--- src/rtl/core/elnn_pkg.sv ---
// Types and codes shared by the edge list nearest neighbour query block.
package elnn_pkg;

    // Request kinds carried on the slave tuser.
    localparam logic [1:0] CMD_LOAD  = 2'd0;
    localparam logic [1:0] CMD_QUERY = 2'd1;
    localparam logic [1:0] CMD_CLEAR = 2'd2;

    typedef struct packed {
        logic [7:0]  start_node;
        logic [7:0]  end_node;
        logic [15:0] weight;
    } t_edge;

    typedef struct packed {
        logic shift;
        logic load;
    } t_cell_ctrl;

    typedef enum logic [1:0] {
        ST_IDLE,
        ST_MIN,
        ST_EMIT,
        ST_NONE
    } t_state;

endpackage

--- src/rtl/core/elnn_cell.sv ---
// One storage cell of the edge ring: holds an edge, loads or takes its neighbor's.
module elnn_cell (
    input  logic                i_clk,
    input  elnn_pkg::t_cell_ctrl i_ctrl,
    input  elnn_pkg::t_edge     i_prev,
    input  elnn_pkg::t_edge     i_load_edge,
    output elnn_pkg::t_edge     o_edge
);

    elnn_pkg::t_edge r_edge;

    always_ff @(posedge i_clk) begin
        if (i_ctrl.load) begin
            r_edge <= i_load_edge;
        end else if (i_ctrl.shift) begin
            r_edge <= i_prev;
        end
    end

    assign o_edge = r_edge;

endmodule

--- src/rtl/core/edge_list_nearest_neighbour_query.sv ---
// Top level of the edge list nearest neighbour query block.
//
// Edges are held in a ring of MAX_EDGES cells; cell 0 is the head and every
// cell hands its edge to the cell below it when the ring turns. A load request
// writes the cell at the current edge count (dropped when the table is full), a
// clear request zeroes the count; neither gives a result. A query request turns
// the ring: the first full turn finds the smallest weight among edges touching
// the node (first end only if directed) and counts how many results it will
// give, the second turn emits the far end of each such edge in load order, with
// tlast on the final one. The second turn holds the ring while the master
// stalls and while an undirected self-loop sends its second end. A query with
// no hit returns one result with found low. Every full turn puts each edge back
// in place. The result register lets the master hold the last result while the
// next request is taken. The directed register is to be written through
// i_cfg_we only while idle; the block itself does not enforce this.
module edge_list_nearest_neighbour_query #(
    parameter int MAX_EDGES = 32
) (
    input  logic        i_clk,
    input  logic        i_rst_n,
    input  logic        i_cfg_we,
    input  logic        i_cfg_wdata,     // directed
    input  logic        s_axis_tvalid,
    output logic        s_axis_tready,
    input  logic [39:0] s_axis_tdata,    // first_end, second_end, edge_weight, query_node
    input  logic [1:0]  s_axis_tuser,    // command
    output logic        m_axis_tvalid,
    input  logic        m_axis_tready,
    output logic [7:0]  m_axis_tdata,    // neighbour_node
    output logic        m_axis_tuser,    // found
    output logic        m_axis_tlast     // last
);

    localparam int CNT_W = $clog2(MAX_EDGES + 1);
    localparam int RES_W = $clog2(2 * MAX_EDGES + 1);

    // Request fields
    logic [1:0]  in_cmd;
    logic [7:0]  in_first;
    logic [7:0]  in_second;
    logic [15:0] in_weight;
    logic [7:0]  in_query;
    assign in_cmd    = s_axis_tuser;
    assign in_first  = s_axis_tdata[7:0];
    assign in_second = s_axis_tdata[15:8];
    assign in_weight = s_axis_tdata[31:16];
    assign in_query  = s_axis_tdata[39:32];

    elnn_pkg::t_state r_state, n_state;
    logic             r_directed;
    logic [CNT_W-1:0] r_total, n_total;
    logic [CNT_W-1:0] r_pos, n_pos;       // table index now at the head cell
    logic [7:0]       r_query, n_query;
    logic [15:0]      r_best, n_best;
    logic             r_any, n_any;
    logic [RES_W-1:0] r_count, n_count;   // results this query will give
    logic [RES_W-1:0] r_sent, n_sent;     // results given so far
    logic             r_half, n_half;     // start end of a self-loop already sent

    logic             r_out_valid, n_out_valid;
    logic [7:0]       r_out_node, n_out_node;
    logic             r_out_found, n_out_found;
    logic             r_out_last, n_out_last;

    logic             shift;
    logic             load;
    elnn_pkg::t_edge  load_edge;
    elnn_pkg::t_edge  cell_q [MAX_EDGES];

    // Ring of cells
    assign load_edge = '{start_node: in_first, end_node: in_second, weight: in_weight};

    for (genvar g = 0; g < MAX_EDGES; g++) begin : g_cell
        elnn_pkg::t_cell_ctrl ctrl;
        assign ctrl.shift = shift;
        assign ctrl.load  = load && (r_total == CNT_W'(g));
        elnn_cell u_cell (
            .i_clk       (i_clk),
            .i_ctrl      (ctrl),
            .i_prev      (cell_q[(g + 1) % MAX_EDGES]),
            .i_load_edge (load_edge),
            .o_edge      (cell_q[g])
        );
    end

    // Head cell compare
    elnn_pkg::t_edge head;
    logic            head_valid;
    logic            hit_start;
    logic            hit_end;
    logic [1:0]      hit_mult;
    logic            at_end;
    logic            out_free;
    logic            emit_need;
    logic            is_last;

    assign head       = cell_q[0];
    assign head_valid = r_pos < r_total;
    assign hit_start  = head_valid && (head.start_node == r_query);
    assign hit_end    = head_valid && !r_directed && (head.end_node == r_query);
    assign hit_mult   = {1'b0, hit_start} + {1'b0, hit_end};
    assign at_end     = r_pos == CNT_W'(MAX_EDGES - 1);
    assign out_free   = !r_out_valid || m_axis_tready;
    assign emit_need  = (head.weight == r_best) && ((hit_start && !r_half) || hit_end);
    assign is_last    = (r_sent + RES_W'(1)) == r_count;

    assign s_axis_tready = r_state == elnn_pkg::ST_IDLE;

    always_comb begin
        n_state     = r_state;
        n_total     = r_total;
        n_pos       = r_pos;
        n_query     = r_query;
        n_best      = r_best;
        n_any       = r_any;
        n_count     = r_count;
        n_sent      = r_sent;
        n_half      = r_half;
        n_out_valid = r_out_valid && !m_axis_tready;
        n_out_node  = r_out_node;
        n_out_found = r_out_found;
        n_out_last  = r_out_last;
        shift       = 1'b0;
        load        = 1'b0;

        case (r_state)
            elnn_pkg::ST_IDLE: begin
                if (s_axis_tvalid) begin
                    case (in_cmd)
                        elnn_pkg::CMD_LOAD: begin
                            // drop the edge once the table is full
                            if (r_total < CNT_W'(MAX_EDGES)) begin
                                load    = 1'b1;
                                n_total = r_total + CNT_W'(1);
                            end
                        end
                        elnn_pkg::CMD_QUERY: begin
                            n_query = in_query;
                            n_pos   = '0;
                            n_any   = 1'b0;
                            n_count = '0;
                            n_state = elnn_pkg::ST_MIN;
                        end
                        elnn_pkg::CMD_CLEAR: begin
                            n_total = '0;
                        end
                        default: begin
                        end
                    endcase
                end
            end

            elnn_pkg::ST_MIN: begin
                shift = 1'b1;
                n_pos = r_pos + CNT_W'(1);
                if (hit_mult != 2'd0) begin
                    if (!r_any || (head.weight < r_best)) begin
                        n_best  = head.weight;
                        n_count = RES_W'(hit_mult);
                        n_any   = 1'b1;
                    end else if (head.weight == r_best) begin
                        n_count = r_count + RES_W'(hit_mult);
                    end
                end
                if (at_end) begin
                    n_pos  = '0;
                    n_sent = '0;
                    n_half = 1'b0;
                    n_state = (r_any || (hit_mult != 2'd0)) ? elnn_pkg::ST_EMIT
                                                            : elnn_pkg::ST_NONE;
                end
            end

            elnn_pkg::ST_EMIT: begin
                if (!emit_need) begin
                    shift  = 1'b1;
                    n_half = 1'b0;
                end else if (out_free) begin
                    n_out_valid = 1'b1;
                    n_out_found = 1'b1;
                    n_out_last  = is_last;
                    n_sent      = r_sent + RES_W'(1);
                    if (hit_start && !r_half) begin
                        n_out_node = head.end_node;
                        // a self-loop holds the ring to send its other end as the next result
                        if (hit_end) begin
                            n_half = 1'b1;
                        end else begin
                            shift = 1'b1;
                        end
                    end else begin
                        n_out_node = head.start_node;
                        n_half     = 1'b0;
                        shift      = 1'b1;
                    end
                end
                if (shift) begin
                    n_pos = r_pos + CNT_W'(1);
                    if (at_end) begin
                        n_pos   = '0;
                        n_state = elnn_pkg::ST_IDLE;
                    end
                end
            end

            elnn_pkg::ST_NONE: begin
                if (out_free) begin
                    n_out_valid = 1'b1;
                    n_out_node  = '0;
                    n_out_found = 1'b0;
                    n_out_last  = 1'b1;
                    n_state     = elnn_pkg::ST_IDLE;
                end
            end

            default: begin
                n_state = elnn_pkg::ST_IDLE;
            end
        endcase
    end

    always_ff @(posedge i_clk) begin
        if (!i_rst_n) begin
            r_state     <= elnn_pkg::ST_IDLE;
            r_directed  <= 1'b0;
            r_total     <= '0;
            r_pos       <= '0;
            r_out_valid <= 1'b0;
        end else begin
            r_state     <= n_state;
            r_total     <= n_total;
            r_pos       <= n_pos;
            r_out_valid <= n_out_valid;
            if (i_cfg_we) begin
                r_directed <= i_cfg_wdata;
            end
        end
    end

    always_ff @(posedge i_clk) begin
        r_query     <= n_query;
        r_best      <= n_best;
        r_any       <= n_any;
        r_count     <= n_count;
        r_sent      <= n_sent;
        r_half      <= n_half;
        r_out_node  <= n_out_node;
        r_out_found <= n_out_found;
        r_out_last  <= n_out_last;
    end

    assign m_axis_tvalid = r_out_valid;
    assign m_axis_tdata  = r_out_node;
    assign m_axis_tuser  = r_out_found;
    assign m_axis_tlast  = r_out_last;

endmodule

--- config.mk ---
export PLATFORM = sky130hd
export DESIGN_NAME = edge_list_nearest_neighbour_query
export DESIGN_NICKNAME = d
export VERILOG_FILES = /design/src/rtl/core/elnn_pkg.sv /design/src/rtl/core/elnn_cell.sv /design/src/rtl/core/edge_list_nearest_neighbour_query.sv
export SDC_FILE = /design/constraint.sdc
export NUM_CORES = 1
export LEC_CHECK = 0
export BUFFER_PORTS_ARGS = -buffer_cell sky130_fd_sc_hd__buf_2
export CORE_ASPECT_RATIO = 1.25
export CORE_MARGIN = 4
export CORE_UTILIZATION = 63
export CTS_CLUSTER_DIAMETER = 120
export DETAILED_ROUTE_END_ITERATION = 8
export PLACE_DENSITY = 0.85
export SYNTH_ARGS = -nofsm -noshare
export SYNTH_HDL_FRONTEND = slang
export SYNTH_SLANG_ARGS = --single-unit
--- constraint.sdc ---
create_clock -name i_clk -period 4.9 [get_ports i_clk]
set_clock_uncertainty 0.15 [all_clocks]
set_input_delay 0.49 -clock i_clk [delete_from_list [all_inputs] [get_ports i_clk]]
set_output_delay 0.49 -clock i_clk [all_outputs]
set_load 0.1 [all_outputs]
==> flow_summary.toml <==
[run_status]
outcome = "complete, no violations"

[critical_path]
cp-end-kind = "flop"
cp_data_arrival_time_ps = 4180
startpoint_type = "flop"
crit_buf_inv = 2
slowest_stage = "a31oi_1"
crit_top_cell = "ha_1"
critPathMaxFanout = 8
setup.worst_path.start = "r_total[3]"
critPathTopFamily = "adder cells"
worstPathRequired_ps = 5170
rr_startpoint = "r_total[3]"
critPathMaxStageDelay_ps = 550
critical_path_class = "reg -> reg"
cp_cell_sequence = "inv_1 -> ha_1 -> a21oi_1 -> o21ai_0 -> a31oi_1 -> nand2_1 -> ha_1 -> ha_1 -> inv_1 -> fa_1 -> nor2_1 -> nand3_1 -> xor2_1 -> nor2_1"

[yosys]
synth_top_family_by_area = "multiplexers"
synthFlopType = "edfxtp_1"
netlist.area_leader.share_pct = 68.07
postSynthAreaPerCell_um2 = 17.67
synth_compound_area_share_pct = 0.7711
synth.area.top_cells = "edfxtp_1 (68%), mux2_2 (24%), buf_2 (1.1%), ha_1 (0.92%), clkbuf_1 (0.79%)"
yosysSeqAreaShare_pct = 68.74
ys_types = 50
yosys_warnings = 0
yosysTopAreaCell = "edfxtp_1"
yosys_register_bits = 1090
syn_inst = 2681
syn-cell-area_um2 = 47380
synth_adder_area_share_pct = 0.9903
synth.net_count = 2765
async_flop_share_pct = 0
yosys.area_share.simple_pct = 2.052
synth_edf_count = 1074
synthMuxAreaShare_pct = 24.57
synthXorXnorAreaFrac_pct = 0.6655

[route]
antenna_left = 0
drtIter0Drc = 1851
via_per_inst = 6.305
vias = 23630
remaining_drc_errors = 0
routed_wl_mm = 99.98
post_drt_wl_per_cell_um = 26.67
dr.pass1.iters = 7

[sta]
layout_setup_ws_ps = 989.9
fin_setup_tns_ps = 0
tightest_slew_ps = 1195
rsz0062_at_grt = "no"
timing.final.crit_share_pct = 79.80
max_clock_freq_mhz = 255.7
setup_violations = 0
finalMaxSlewViolations = 0
hold_violations = 0
fin_crit_ps = 3910
max_slew_margin_pct = 19.73

[global_route]
grt_pass1_wl_mm = 153.7
grt.total_usage_pct = 25.29
grt_max_degree = 34
antenna_found_initial = 0
grt_pass1_vias = 25250
grt_overflow = 0

[layout]
seq_area_um2 = 32570
nets = 2784
syn2layout_area_growth_pct = 9.026
layout-drive-gt1-share_pct = 47.93
n_fill_cell = 4353
fin_util_pct = 69.29
multi_input_area_um2 = 13770
num_antenna_cells = 0
post_layout_nonfiller_instances = 3748

[clock_network]
cts_max_level = 3
cts_tree = "done"
clk_latency_ps = 680
cts_buffers = 99
numClockSinks = 1090
cts_hold_buffers = 10
clock_path_buffers = 3
cts_setup_buffers = 0
root_buffer = "clkbuf_16"
clk_transition_reported_paths_ps = 60
cts_resized = 0

[pwr]
power.density_nw_per_um2 = 427.2
max-vdd-ir-drop_v = 0.0002756
cellLeakagePower_nw = 17.58

[floorplanning]
row_count = 112
die_y_um = 314.6
fp.coreArea_um2 = 74550
die_x_um = 253.3
die_area_um2 = 79690
start_util_pct = 63.55
ioPinCount = 60

[worst_hold_path]
min_path_type = "in -> reg"
holdCritStartpoint = "m_axis_tready"

[job]
drv_cap = 0

[placement]
place_ws_ps = 1027
dp_hpwl_mm = 58.15
place.gp.congestion = 0.8992
placedCellCount = 3558
io_buffer_count = 59
[flip-flops by register name, summed over array words and instances (netlist names)]
name / count
m_axis_tvalid: 1
r_half: 1
r_state: 2
r_count: 7
r_total: 6
m_axis_tuser: 1
r_pos: 6
r_sent: 7
m_axis_tdata: 8
r_directed: 1
r_best: 16
r_query: 8
m_axis_tlast: 1
r_any: 1
g_cell.u_cell.o_edge: 1024
[final timing paths]
check	slack [ps]	endpoint	cells after the start
min reg2reg	370	r_pos[0]	2
max	990	r_count[6]	14
max reg2reg	990	r_count[6]	14
min	70	m_axis_tvalid	3
[Yosys cell counts, types with 2 or more instances]
library cell  number
a211oi_1           2
buf_4              4
buf_2            101
nor3_1             4
o21a_1             2
nor2b_1           11
nand4b_1           2
nor3b_1            2
nor4_2             2
o21ai_0           10
edfxtp_1        1074
nand2_1           56
nand3b_1           2
nand2b_1           5
nand4_1            9
xor2_1            11
mux2_2          1024
nand2_2           33
inv_2              2
and3_1             2
clkbuf_1         100
ha_1              35
o22ai_1            2
a21o_1             8
inv_1             34
nor3_2             2
xnor2_1           25
dfxtp_1           16
mux2i_1           11
o31ai_1            2
nand3_1           14
nor2_1            28
nor4_1             2
a31oi_1            5
a21oi_1           16
and2_1             9
[cells in the final DEF (no fill, tap or decap), drive strengths merged, types with 10 or more instances in the layout]
master,n
ha,35
nor2b,11
dfxtp,16
mux2i,11
o21ai,10
dlygate4sd3,10
nand2,89
xnor2,25
edfxtp,1074
xor2,11
clkinv,48
inv,42
a21oi,17
buf,113
nor2,28
nand3,14
mux2,1024
clkbuf,112
[metrics by stage]
| stage | total power (W) | hold WS (ps) | cell area, um^2 |
|---|---|---|---|
| 4_1_cts | 0.02213 | 31.93 | 51660 |
| 2_1_floorplan | 0.01375 | 294.0 | 47380 |
| 3_3_place_gp | 0.01446 | 334.9 | 48390 |
| 3_5_place_dp | 0.01458 | 357.1 | 48390 |
| 6_report | 0.02207 | 70.71 | 51660 |
| 5_1_grt | 0.02278 | 63.56 | 51660 |
[kinds of logic after synthesis]
group,Yosys count
compound gates,57
buf+inv,241
xor+xnor,36
flops,1090
fa+ha+maj,37
mux,1035
simple gates,185
[cell type report]
type / instances / share of cell area, %
Clock buffer: 112 / 4.970
Clock inverter: 68 / 1.160
Inverter: 36 / 0.2616
Multi-Input combinational cell: 1350 / 26.66
Sequential cell: 1090 / 63.05
Tap cell: 969 / 2.347
Timing Repair Buffer: 123 / 1.550
[power breakdown]
| group | switching, W | internal [W] | leakage, nW |
|---|---|---|---|
| Clock | 0.00344 | 0.00416 | 1.55 |
| Combinational | 0.00150 | 0.000851 | 6.19 |
| Sequential | 0.000376 | 0.0117 | 9.84 |
[routing by layer]
layer	wire length [um]	vias to the layer above	track usage (%)
met4	4605	0	11.15
met5	0	-	0
met3	5815	267	4.470
met1	38540	12110	32.20
li1	-	10360	-
met2	51020	894	42.95
[tightest hold or removal path, delay by kind of cell]
family                 cells  cell delay (ps)
AND/OR/NAND/NOR            1              160
buffers and inverters      1               90
AO/OA/AOI/OAI              1              100
(Power assumes the default switching activity.)
